### config.mk
export PLATFORM = sky130hd
export DESIGN_NAME = usb_standard_request_responder_flat
export DESIGN_NICKNAME = d
export VERILOG_FILES = /design/src/rtl/usrr_pkg.sv /design/src/rtl/usrr_if.sv /design/src/rtl/usb_standard_request_responder.sv /design/src/rtl/usrr_front.sv /design/src/rtl/usrr_cmd_fifo.sv /design/src/rtl/usrr_back.sv /design/src/flat_wrapper.sv
export SDC_FILE = /design/constraint.sdc
export NUM_CORES = 1
export LEC_CHECK = 0
export BUFFER_PORTS_ARGS = -buffer_cell sky130_fd_sc_hd__buf_2
export CAP_MARGIN = 20
export CORE_UTILIZATION = 58
export DETAILED_ROUTE_END_ITERATION = 7
export PLACE_DENSITY = 0.9
export RECOVER_POWER = 100
export SLEW_MARGIN = 15
export SYNTH_ARGS = -nofsm -noshare
export SYNTH_HDL_FRONTEND = slang
export SYNTH_HIERARCHICAL = 1
export SYNTH_SLANG_ARGS = --single-unit
### constraint.sdc
create_clock -name clk_i -period 5 [get_ports clk_i]
set_clock_uncertainty 0.15 [all_clocks]
set_input_delay 0.5 -clock clk_i [delete_from_list [all_inputs] [get_ports clk_i]]
set_output_delay 0.5 -clock clk_i [all_outputs]
set_load 0.02 [all_outputs]
### src/rtl/usrr_pkg.sv
// Shared types, request codes and descriptor tables of the standard request responder.
`default_nettype none

package usrr_pkg;

  // Largest reply buffer the block honors; larger buffer sizes are clipped to it.
  localparam int unsigned MaxBuffer = 64;

  // Depth of the command queue between the decoder and the reply streamer.
  localparam int unsigned CmdDepth = 2;
  localparam int unsigned CmdPtrW  = $clog2(CmdDepth);

  // Descriptor lengths in bytes.
  localparam logic [5:0] DevDescLen = 6'd18;
  localparam logic [5:0] CfgDescLen = 6'd32;

  // Standard request codes (bRequest).
  localparam logic [7:0] ReqGetStatus    = 8'h00;
  localparam logic [7:0] ReqClearFeature = 8'h01;
  localparam logic [7:0] ReqSetFeature   = 8'h03;
  localparam logic [7:0] ReqSetAddress   = 8'h05;
  localparam logic [7:0] ReqGetDesc      = 8'h06;
  localparam logic [7:0] ReqGetConfig    = 8'h08;
  localparam logic [7:0] ReqSetConfig    = 8'h09;
  localparam logic [7:0] ReqSetInterface = 8'h0B;

  // Request type field of bmRequestType and descriptor types of wValue.
  localparam logic [1:0] TypeStandard = 2'd0;
  localparam logic [7:0] DescDevice   = 8'h01;
  localparam logic [7:0] DescConfig   = 8'h02;

  typedef enum logic [1:0] {
    StData  = 2'd0,
    StAck   = 2'd1,
    StStall = 2'd2
  } reply_status_e;

  typedef enum logic [1:0] {
    SrcConst  = 2'd0,
    SrcDevice = 2'd1,
    SrcConfig = 2'd2
  } byte_src_e;

  // One decoded request. A count of zero means a single ack or stall result.
  typedef struct packed {
    byte_src_e     src;
    logic [5:0]    count;
    reply_status_e status;
    logic [7:0]    data;
    logic [6:0]    address;
  } cmd_t;

  // Device descriptor, padded with zeros past its 18 bytes.
  localparam logic [7:0] DevRom [32] = '{
    8'd18, 8'h01, 8'h10, 8'h01, 8'h00, 8'h00, 8'h00, 8'h08,
    8'h5E, 8'h04, 8'h89, 8'h02, 8'h21, 8'h01, 8'h00, 8'h00,
    8'h00, 8'h01, 8'h00, 8'h00, 8'h00, 8'h00, 8'h00, 8'h00,
    8'h00, 8'h00, 8'h00, 8'h00, 8'h00, 8'h00, 8'h00, 8'h00
  };

  // Configuration descriptor: configuration, interface and two interrupt endpoints.
  localparam logic [7:0] CfgRom [32] = '{
    8'd9,  8'h02, 8'd32, 8'h00, 8'h01, 8'h01, 8'h00, 8'h80,
    8'd50, 8'd9,  8'h04, 8'h00, 8'h00, 8'h02, 8'h58, 8'h42,
    8'h00, 8'h00, 8'd7,  8'h05, 8'h81, 8'h03, 8'h20, 8'h00,
    8'h04, 8'd7,  8'h05, 8'h02, 8'h03, 8'h20, 8'h00, 8'h04
  };

endpackage

`default_nettype wire

### src/rtl/usrr_if.sv
// Valid/ready channel interfaces for setup packets and reply beats.
`default_nettype none

interface usrr_setup_if;
  logic        valid;
  logic        ready;
  logic [7:0]  request_type_byte;
  logic [7:0]  request_code;
  logic [15:0] request_value;
  logic [15:0] request_length;
  logic [6:0]  buffer_max;

  modport source (
    output valid, request_type_byte, request_code, request_value, request_length,
           buffer_max,
    input  ready
  );
  modport sink (
    input  valid, request_type_byte, request_code, request_value, request_length,
           buffer_max,
    output ready
  );
endinterface

interface usrr_reply_if;
  logic       valid;
  logic       ready;
  logic [1:0] reply_status;
  logic [7:0] data_byte;
  logic [4:0] byte_index;
  logic       last_of_reply;
  logic [6:0] current_address;

  modport source (
    output valid, reply_status, data_byte, byte_index, last_of_reply, current_address,
    input  ready
  );
  modport sink (
    input  valid, reply_status, data_byte, byte_index, last_of_reply, current_address,
    output ready
  );
endinterface

`default_nettype wire

### src/rtl/usb_standard_request_responder.sv
// Top level of the endpoint-zero standard request responder.
// The setup channel takes one setup packet per beat: bmRequestType, bRequest,
// wValue, wLength and the size of the reply buffer. The reply channel gives one
// beat per reply byte, or a single beat for a zero-length acknowledge or a
// stall; last_of_reply marks the final beat of each reply, and every beat
// carries the device address as it stands after its request.
// A setup packet is decoded in the cycle it is accepted and its command is
// written into a two-entry queue; the streamer takes the command from the
// queue head and presents each reply beat from the output register. A reply
// of n bytes gives n beats (a single beat for an acknowledge or stall), one
// descriptor table read per cycle while the receiver is ready.
// The decoder keeps accepting setup packets while the queue has room, even
// when a finished beat waits in the output register.
// Reset clears the device address, the configuration value, the queue and the
// output valid flag. When the receiver holds ready low, the current beat stays
// in place, the streamer pauses, and setup ready drops once the queue is full.
`default_nettype none

module usb_standard_request_responder (
  input  wire logic    clk_i,
  input  wire logic    rst_ni,
  usrr_setup_if.sink   setup_i,
  usrr_reply_if.source reply_o
);

  usrr_pkg::cmd_t push_cmd;
  usrr_pkg::cmd_t head_cmd;
  logic           push;
  logic           full;
  logic           pop;
  logic           empty;

  // Decoder: classifies the request, updates the address and configuration.
  usrr_front u_front (
    .clk_i      (clk_i),
    .rst_ni     (rst_ni),
    .setup_i    (setup_i),
    .cmd_full_i (full),
    .cmd_push_o (push),
    .cmd_o      (push_cmd)
  );

  // Queue that lets the decoder and the streamer stall independently.
  usrr_cmd_fifo u_cmd_fifo (
    .clk_i      (clk_i),
    .rst_ni     (rst_ni),
    .push_i     (push),
    .push_cmd_i (push_cmd),
    .full_o     (full),
    .pop_i      (pop),
    .head_o     (head_cmd),
    .empty_o    (empty)
  );

  // Streamer: walks the reply byte by byte into the output register.
  usrr_back u_back (
    .clk_i   (clk_i),
    .rst_ni  (rst_ni),
    .head_i  (head_cmd),
    .empty_i (empty),
    .pop_o   (pop),
    .reply_o (reply_o)
  );

endmodule

`default_nettype wire

### src/rtl/usrr_front.sv
// Request decoder: accepts setup packets, keeps device state and emits commands.
`default_nettype none

module usrr_front (
  input  wire logic          clk_i,
  input  wire logic          rst_ni,
  usrr_setup_if.sink         setup_i,
  input  wire logic          cmd_full_i,
  output      logic          cmd_push_o,
  output      usrr_pkg::cmd_t cmd_o
);

  logic [6:0] addr_q, addr_d;
  logic [7:0] cfg_q, cfg_d;
  logic [6:0] buf_c;
  logic [5:0] desc_n;
  logic       accept;
  logic       is_in;
  logic       standard;
  logic [5:0] rom_len;

  assign setup_i.ready = !cmd_full_i;
  assign accept        = setup_i.valid && !cmd_full_i;
  assign cmd_push_o    = accept;

  assign is_in    = setup_i.request_type_byte[7];
  assign standard = (setup_i.request_type_byte[6:5] == usrr_pkg::TypeStandard);

  // Clip the buffer size to the largest buffer the block supports.
  always_comb begin
    if ({1'b0, setup_i.buffer_max} > 8'(usrr_pkg::MaxBuffer)) begin
      buf_c = 7'(usrr_pkg::MaxBuffer);
    end else begin
      buf_c = setup_i.buffer_max;
    end
  end

  // Descriptor byte count: least of descriptor length, wLength and buffer.
  always_comb begin
    rom_len = (setup_i.request_value[15:8] == usrr_pkg::DescDevice) ?
              usrr_pkg::DevDescLen : usrr_pkg::CfgDescLen;
    desc_n  = rom_len;
    if (setup_i.request_length < {10'd0, desc_n}) begin
      desc_n = setup_i.request_length[5:0];
    end
    if ({1'b0, buf_c} < {1'b0, desc_n}) begin
      desc_n = buf_c[5:0];
    end
  end

  always_comb begin
    addr_d          = addr_q;
    cfg_d           = cfg_q;
    cmd_o.src       = usrr_pkg::SrcConst;
    cmd_o.count     = 6'd0;
    cmd_o.status    = usrr_pkg::StStall;
    cmd_o.data      = 8'd0;
    if (standard) begin
      unique case (setup_i.request_code) inside
        usrr_pkg::ReqGetDesc: begin
          if (is_in && setup_i.request_value[15:8] == usrr_pkg::DescDevice) begin
            cmd_o.src    = usrr_pkg::SrcDevice;
            cmd_o.count  = desc_n;
            cmd_o.status = usrr_pkg::StAck;
          end else if (is_in && setup_i.request_value[15:8] == usrr_pkg::DescConfig) begin
            cmd_o.src    = usrr_pkg::SrcConfig;
            cmd_o.count  = desc_n;
            cmd_o.status = usrr_pkg::StAck;
          end
        end
        usrr_pkg::ReqSetAddress: begin
          addr_d       = setup_i.request_value[6:0];
          cmd_o.status = usrr_pkg::StAck;
        end
        usrr_pkg::ReqSetConfig: begin
          cfg_d        = setup_i.request_value[7:0];
          cmd_o.status = usrr_pkg::StAck;
        end
        usrr_pkg::ReqGetConfig: begin
          if (is_in && buf_c != 7'd0) begin
            cmd_o.count = 6'd1;
            cmd_o.data  = cfg_q;
          end
        end
        usrr_pkg::ReqGetStatus: begin
          if (is_in && buf_c >= 7'd2) begin
            cmd_o.count = 6'd2;
          end
        end
        usrr_pkg::ReqClearFeature,
        usrr_pkg::ReqSetFeature,
        usrr_pkg::ReqSetInterface: begin
          cmd_o.status = usrr_pkg::StAck;
        end
        default: begin
          cmd_o.status = usrr_pkg::StStall;
        end
      endcase
    end
    cmd_o.address = addr_d;
  end

  always_ff @(posedge clk_i or negedge rst_ni) begin
    if (!rst_ni) begin
      addr_q <= 7'd0;
      cfg_q  <= 8'd0;
    end else if (accept) begin
      addr_q <= addr_d;
      cfg_q  <= cfg_d;
    end
  end

endmodule

`default_nettype wire

### src/rtl/usrr_cmd_fifo.sv
// Short command queue between the request decoder and the reply streamer.
`default_nettype none

module usrr_cmd_fifo (
  input  wire logic           clk_i,
  input  wire logic           rst_ni,
  input  wire logic           push_i,
  input  wire usrr_pkg::cmd_t push_cmd_i,
  output      logic           full_o,
  input  wire logic           pop_i,
  output      usrr_pkg::cmd_t head_o,
  output      logic           empty_o
);

  usrr_pkg::cmd_t                mem_q [usrr_pkg::CmdDepth];
  logic [usrr_pkg::CmdPtrW-1:0]  wr_ptr_q, rd_ptr_q;
  logic [usrr_pkg::CmdPtrW:0]    count_q;
  logic                          do_push, do_pop;

  assign full_o  = (count_q == (usrr_pkg::CmdPtrW+1)'(usrr_pkg::CmdDepth));
  assign empty_o = (count_q == '0);
  assign do_push = push_i && !full_o;
  assign do_pop  = pop_i && !empty_o;
  assign head_o  = mem_q[rd_ptr_q];

  always_ff @(posedge clk_i or negedge rst_ni) begin
    if (!rst_ni) begin
      wr_ptr_q <= '0;
      rd_ptr_q <= '0;
      count_q  <= '0;
    end else begin
      if (do_push) begin
        wr_ptr_q <= (wr_ptr_q == usrr_pkg::CmdPtrW'(usrr_pkg::CmdDepth - 1)) ?
                    '0 : wr_ptr_q + 1'b1;
      end
      if (do_pop) begin
        rd_ptr_q <= (rd_ptr_q == usrr_pkg::CmdPtrW'(usrr_pkg::CmdDepth - 1)) ?
                    '0 : rd_ptr_q + 1'b1;
      end
      if (do_push && !do_pop) begin
        count_q <= count_q + 1'b1;
      end else if (do_pop && !do_push) begin
        count_q <= count_q - 1'b1;
      end
    end
  end

  always_ff @(posedge clk_i) begin
    if (do_push) begin
      mem_q[wr_ptr_q] <= push_cmd_i;
    end
  end

endmodule

`default_nettype wire

### src/rtl/usrr_back.sv
// Reply streamer: turns queued commands into reply beats held in an output register.
`default_nettype none

module usrr_back (
  input  wire logic           clk_i,
  input  wire logic           rst_ni,
  input  wire usrr_pkg::cmd_t head_i,
  input  wire logic           empty_i,
  output      logic           pop_o,
  usrr_reply_if.source        reply_o
);

  logic       valid_q;
  logic [4:0] idx_q;
  logic       advance;
  logic       single;
  logic       last;
  logic [7:0] src_byte;

  logic [1:0] status_q;
  logic [7:0] data_q;
  logic [4:0] index_q;
  logic       last_q;
  logic [6:0] addr_q;

  assign advance = !valid_q || reply_o.ready;
  assign single  = (head_i.count == 6'd0);
  assign last    = single || ((6'(idx_q) + 6'd1) == head_i.count);
  assign pop_o   = advance && !empty_i && last;

  always_comb begin
    case (head_i.src)
      usrr_pkg::SrcDevice: src_byte = usrr_pkg::DevRom[idx_q];
      usrr_pkg::SrcConfig: src_byte = usrr_pkg::CfgRom[idx_q];
      default:             src_byte = head_i.data;
    endcase
  end

  always_ff @(posedge clk_i or negedge rst_ni) begin
    if (!rst_ni) begin
      valid_q <= 1'b0;
      idx_q   <= 5'd0;
    end else if (advance) begin
      valid_q <= !empty_i;
      if (!empty_i) begin
        idx_q <= last ? 5'd0 : idx_q + 5'd1;
      end
    end
  end

  always_ff @(posedge clk_i) begin
    if (advance && !empty_i) begin
      status_q <= single ? head_i.status : usrr_pkg::StData;
      data_q   <= single ? 8'd0 : src_byte;
      index_q  <= single ? 5'd0 : idx_q;
      last_q   <= last;
      addr_q   <= head_i.address;
    end
  end

  assign reply_o.valid           = valid_q;
  assign reply_o.reply_status    = status_q;
  assign reply_o.data_byte       = data_q;
  assign reply_o.byte_index      = index_q;
  assign reply_o.last_of_reply   = last_q;
  assign reply_o.current_address = addr_q;

endmodule

`default_nettype wire
### src/flat_wrapper.sv
// flat-port wrapper written by rule: the top's interface ports become plain ports
module usb_standard_request_responder_flat 
  (clk_i, rst_ni, setup_i_valid, setup_i_request_type_byte, setup_i_request_code, setup_i_request_value, setup_i_request_length, setup_i_buffer_max, setup_i_ready, reply_o_valid, reply_o_reply_status, reply_o_data_byte, reply_o_byte_index, reply_o_last_of_reply, reply_o_current_address, reply_o_ready);
  usrr_setup_if setup_i_i ();
  usrr_reply_if reply_o_i ();
  input  wire logic clk_i;
  input  wire logic rst_ni;
  input wire logic [$bits(setup_i_i.valid)-1:0] setup_i_valid;
  input wire logic [$bits(setup_i_i.request_type_byte)-1:0] setup_i_request_type_byte;
  input wire logic [$bits(setup_i_i.request_code)-1:0] setup_i_request_code;
  input wire logic [$bits(setup_i_i.request_value)-1:0] setup_i_request_value;
  input wire logic [$bits(setup_i_i.request_length)-1:0] setup_i_request_length;
  input wire logic [$bits(setup_i_i.buffer_max)-1:0] setup_i_buffer_max;
  output wire logic [$bits(setup_i_i.ready)-1:0] setup_i_ready;
  output wire logic [$bits(reply_o_i.valid)-1:0] reply_o_valid;
  output wire logic [$bits(reply_o_i.reply_status)-1:0] reply_o_reply_status;
  output wire logic [$bits(reply_o_i.data_byte)-1:0] reply_o_data_byte;
  output wire logic [$bits(reply_o_i.byte_index)-1:0] reply_o_byte_index;
  output wire logic [$bits(reply_o_i.last_of_reply)-1:0] reply_o_last_of_reply;
  output wire logic [$bits(reply_o_i.current_address)-1:0] reply_o_current_address;
  input wire logic [$bits(reply_o_i.ready)-1:0] reply_o_ready;
  assign setup_i_i.valid = setup_i_valid;
  assign setup_i_i.request_type_byte = setup_i_request_type_byte;
  assign setup_i_i.request_code = setup_i_request_code;
  assign setup_i_i.request_value = setup_i_request_value;
  assign setup_i_i.request_length = setup_i_request_length;
  assign setup_i_i.buffer_max = setup_i_buffer_max;
  assign setup_i_ready = setup_i_i.ready;
  assign reply_o_valid = reply_o_i.valid;
  assign reply_o_reply_status = reply_o_i.reply_status;
  assign reply_o_data_byte = reply_o_i.data_byte;
  assign reply_o_byte_index = reply_o_i.byte_index;
  assign reply_o_last_of_reply = reply_o_i.last_of_reply;
  assign reply_o_current_address = reply_o_i.current_address;
  assign reply_o_i.ready = reply_o_ready;
  usb_standard_request_responder u_core (.clk_i(clk_i), .rst_ni(rst_ni), .setup_i(setup_i_i), .reply_o(reply_o_i));
endmodule
==> out/qor.yml <==
logic_synthesis:
  ys_seq_area_share_pct: 53.01
  synth_ff_type: "edfxtp_1"
  muxShareOfSynthArea_pct: 12.10
  synth-edff-count: 73
  postSynthAreaPerCell_sq_um: 12.33
  netlist_area_sq_um: 5315
  syn_nets: 507
  synth_warnings: 6
  synth-compound-area-share_pct: 9.416
  async_flop_share_pct: 25.51
  synth_seq_cells: 98
  synth_common_cells: "73 x edfxtp_1, 31 x nor2_1, 28 x mux2_2"
  synthMostInstantiatedCell: "edfxtp_1"
  ys_top_cells_by_area: "edfxtp_1 41%, dfrtp_1 12%, mux2_2 5.9%"
  synthDistinctLibCells: 68
  synth-xor-area-share_pct: 2.142
  yosysTopAreaCell: "edfxtp_1"
  synth_top_area_share_pct: 41.24
  synthSimpleGateAreaFrac_pct: 15.54
  synth-adder-area-share_pct: 4.002
  synth_top_family_by_area: "simple AND/OR/NAND/NOR gates"
  synthCells: 431
routing:
  ant_nets: 0
  wl_per_cell_microns: 16.83
  initialDrtViolationCount: 201
  routed_wl_microns: 10390
  vias: 3662
  drc: 10
  dr.pass1.iters: 6
  viasPerCell: 5.935
grt:
  grt_pass1_vias: 3689
  use_met2_pct: 40.86
  gr-usage-met1_pct: 28.22
  busiest_layer: "met2"
  grt_max_degree: 31
  met3_usage_pct: 5.583
  grt_overflow: 0
  grt_pass1_wl_microns: 17420
  antenna_found_initial: 0
  grtUsageTotal_pct: 23.53
clock_tree:
  clk_pin_slew_worst_paths_ps: 100
  cts_hold_buf: 1
  cts.repair.resized: 0
  cts_setup_buffers: 0
  root_buffer: "clkbuf_8"
  h-tree-depth: 3
  cts_tree: "built"
  clockBufferDepth: 2
  clk-insertion-delay-late_ps: 380
  cts_made_buffers: 9
  cts.sinks: 98
worst_setup_path:
  cp_slowest_cell: "clkbuf_1"
  cp.required_ps: 5150
  crit_end: "u_core/u_cmd_fifo/count_q[1]$_DFFE_PN0P_"
  path_cells: "clkbuf_1 > mux2_1 > xnor2_1 > xnor2_1 > nand4_1 > o21ai_0 > and2_0 > o21ai_1 > ha_1 > xor2_1 > nor2_1 > xor2_1"
  cp.depth: 12
  reg2reg_slack_ps: 690
  path_buf_inv: 1
  crit_family: "buffers and inverters"
  cp-start-kind: "flip-flop"
  end_kind: "flip-flop"
  worst-r2r-cell-count: 12
  cp.arrival_ps: 4460
  max_stage_delay_ps: 890
  r2r_end: "u_core/u_cmd_fifo/count_q[1]$_DFFE_PN0P_"
  r2r_start: "u_core/u_cmd_fifo/rd_ptr_q$_DFFE_PN0P_"
  cp-startpoint: "u_core/u_cmd_fifo/rd_ptr_q$_DFFE_PN0P_"
  critPathMaxFanout: 16
  crit_type: "flip-flop to flip-flop"
final_layout:
  multi_input_comb_area_sq_um: 2226
  regArea_sq_um: 2818
  fillCellCount: 655
  diodes: 0
  area_growth_pct: 9.793
  layout.nets: 580
  drive_above_1_share_pct: 22.20
pwr:
  p_leak_nw: 2.264
  power_density_nw_per_um2: 517.7
  peakVddDrop_mv: 0.2668
placed_design:
  portBuffers: 78
  dp_hpwl_microns: 7454
  place.gp.congestion: 0.9848
  place_ws_ps: 672.5
timing:
  period_share_pct: 86.21
  min_period_ps: 4310
  tightest_slew_ps: 1398
  setup_tns_ps: 0
  worst_slack_ps: 689.7
  rsz0062_at_grt: "no"
  finalHoldViolCount: 0
  max_freq_mhz: 232.0
  setup_viol: 0
  max-slew-margin-rel_pct: 6.820
  slew_viol_final: 0
floorplanning:
  die_area_sq_um: 9551
  ios: 84
  die_h_microns: 97.73
  rows: 34
  start_util_pct: 60.36
  coreArea_sq_um: 8806
  die-width_microns: 97.73
run_status:
  violations: "design-rule violations"
  outcome: "finished with violations"
hold_path:
  holdCritPathClass: "primary input to flip-flop"
job:
  maxCapViolCount: 0
## routing by layer
metal | up-vias | part of all wire (%)
li1 | 1746 | -
met1 | 1727 | 40
met2 | 155 | 50
met3 | 34 | 6.3
met4 | 0 | 3.1
met5 | - | 0
## kinds of logic (layout without fill, tap and decap cells)
group	Yosys count	count (layout)
multiplexers	50	50
adder cells (fa/ha/maj)	17	17
XOR/XNOR	13	13
flip-flops	98	98
buffers and inverters	35	113
AND/OR/NAND/NOR	145	145
AO/OA/AOI/OAI	73	73
## worst min path at each step
stage | startpoint | end | cells after the start
4_1_cts | setup_i_request_value[7] | u_core/u_front/cfg_q[7]$_DFFE_PN0P_ | 2
5_1_grt | setup_i_request_value[7] | u_core/u_front/cfg_q[7]$_DFFE_PN0P_ | 2
3_3_place_gp | u_core/u_front/cfg_q[7]$_DFFE_PN0P_ | u_core/u_front/cfg_q[7]$_DFFE_PN0P_ | 1
6_report | setup_i_request_value[7] | u_core/u_front/cfg_q[7]$_DFFE_PN0P_ | 2
2_1_floorplan | rst_ni | u_core/u_back/idx_q[0]$_DFFE_PN0P_ | 0
3_5_place_dp | u_core/u_front/cfg_q[6]$_DFFE_PN0P_ | u_core/u_front/cfg_q[6]$_DFFE_PN0P_ | 1
## power by group
part	leakage (nW)	internal [W]	switching, W
registers	1.01	0.00118	0.000171
clock network	0.112	0.000256	0.000287
logic	1.14	0.000436	0.000691
## sequential cells by signal, indices dropped and copies added (netlist names)
signal	flops
u_core/u_cmd_fifo/wr_ptr_q	1
u_core/u_back/reply_o.data_byte	8
u_core/u_back/reply_o.byte_index	5
u_core/u_front/addr_q	7
u_core/u_back/idx_q	5
u_core/u_cmd_fifo/count_q	2
u_core/u_back/reply_o.current_address	7
u_core/u_cmd_fifo/mem_q	50
u_core/u_back/reply_o.valid	1
u_core/u_back/reply_o.last_of_reply	1
u_core/u_back/reply_o.reply_status	2
u_core/u_cmd_fifo/rd_ptr_q	1
u_core/u_front/cfg_q	8
## metrics by stage
step                util, %  cell area, sq um  instances  total power (W)  hold WS [ps]
floorplan                 -              5315        431         0.002268         54.41
global placement      64.88              5713        599         0.002469         333.2
detailed placement    64.88              5713        599         0.002528         337.1
CTS                   67.51              5944        616         0.003073         199.8
global route          66.27              5836        617         0.003205         199.0
finish                66.27              5836        617         0.003021         210.4
## cells in the final DEF, fill, tap and decap left out, types with 16 or more instances in the layout
cell,Yosys,final
buf_2,6,52
mux2_2,28,22
ha_1,17,17
edfxtp_1,73,73
clkbuf_1,4,29
a21oi_1,16,16
dfrtp_1,25,25
nor2_1,31,31
o21ai_0,17,18
nand2_1,26,26
## layout make-up
cell class | instances | area share (%)
multi-input cells | 298 | 38.14
inverters | 15 | 0.9648
clock buffers | 10 | 2.358
flip-flops and latches | 98 | 48.28
well taps | 108 | 2.316
repair buffers | 82 | 6.497
clock inverters | 6 | 1.437
Note: power is estimated with default switching activity, not from simulation.
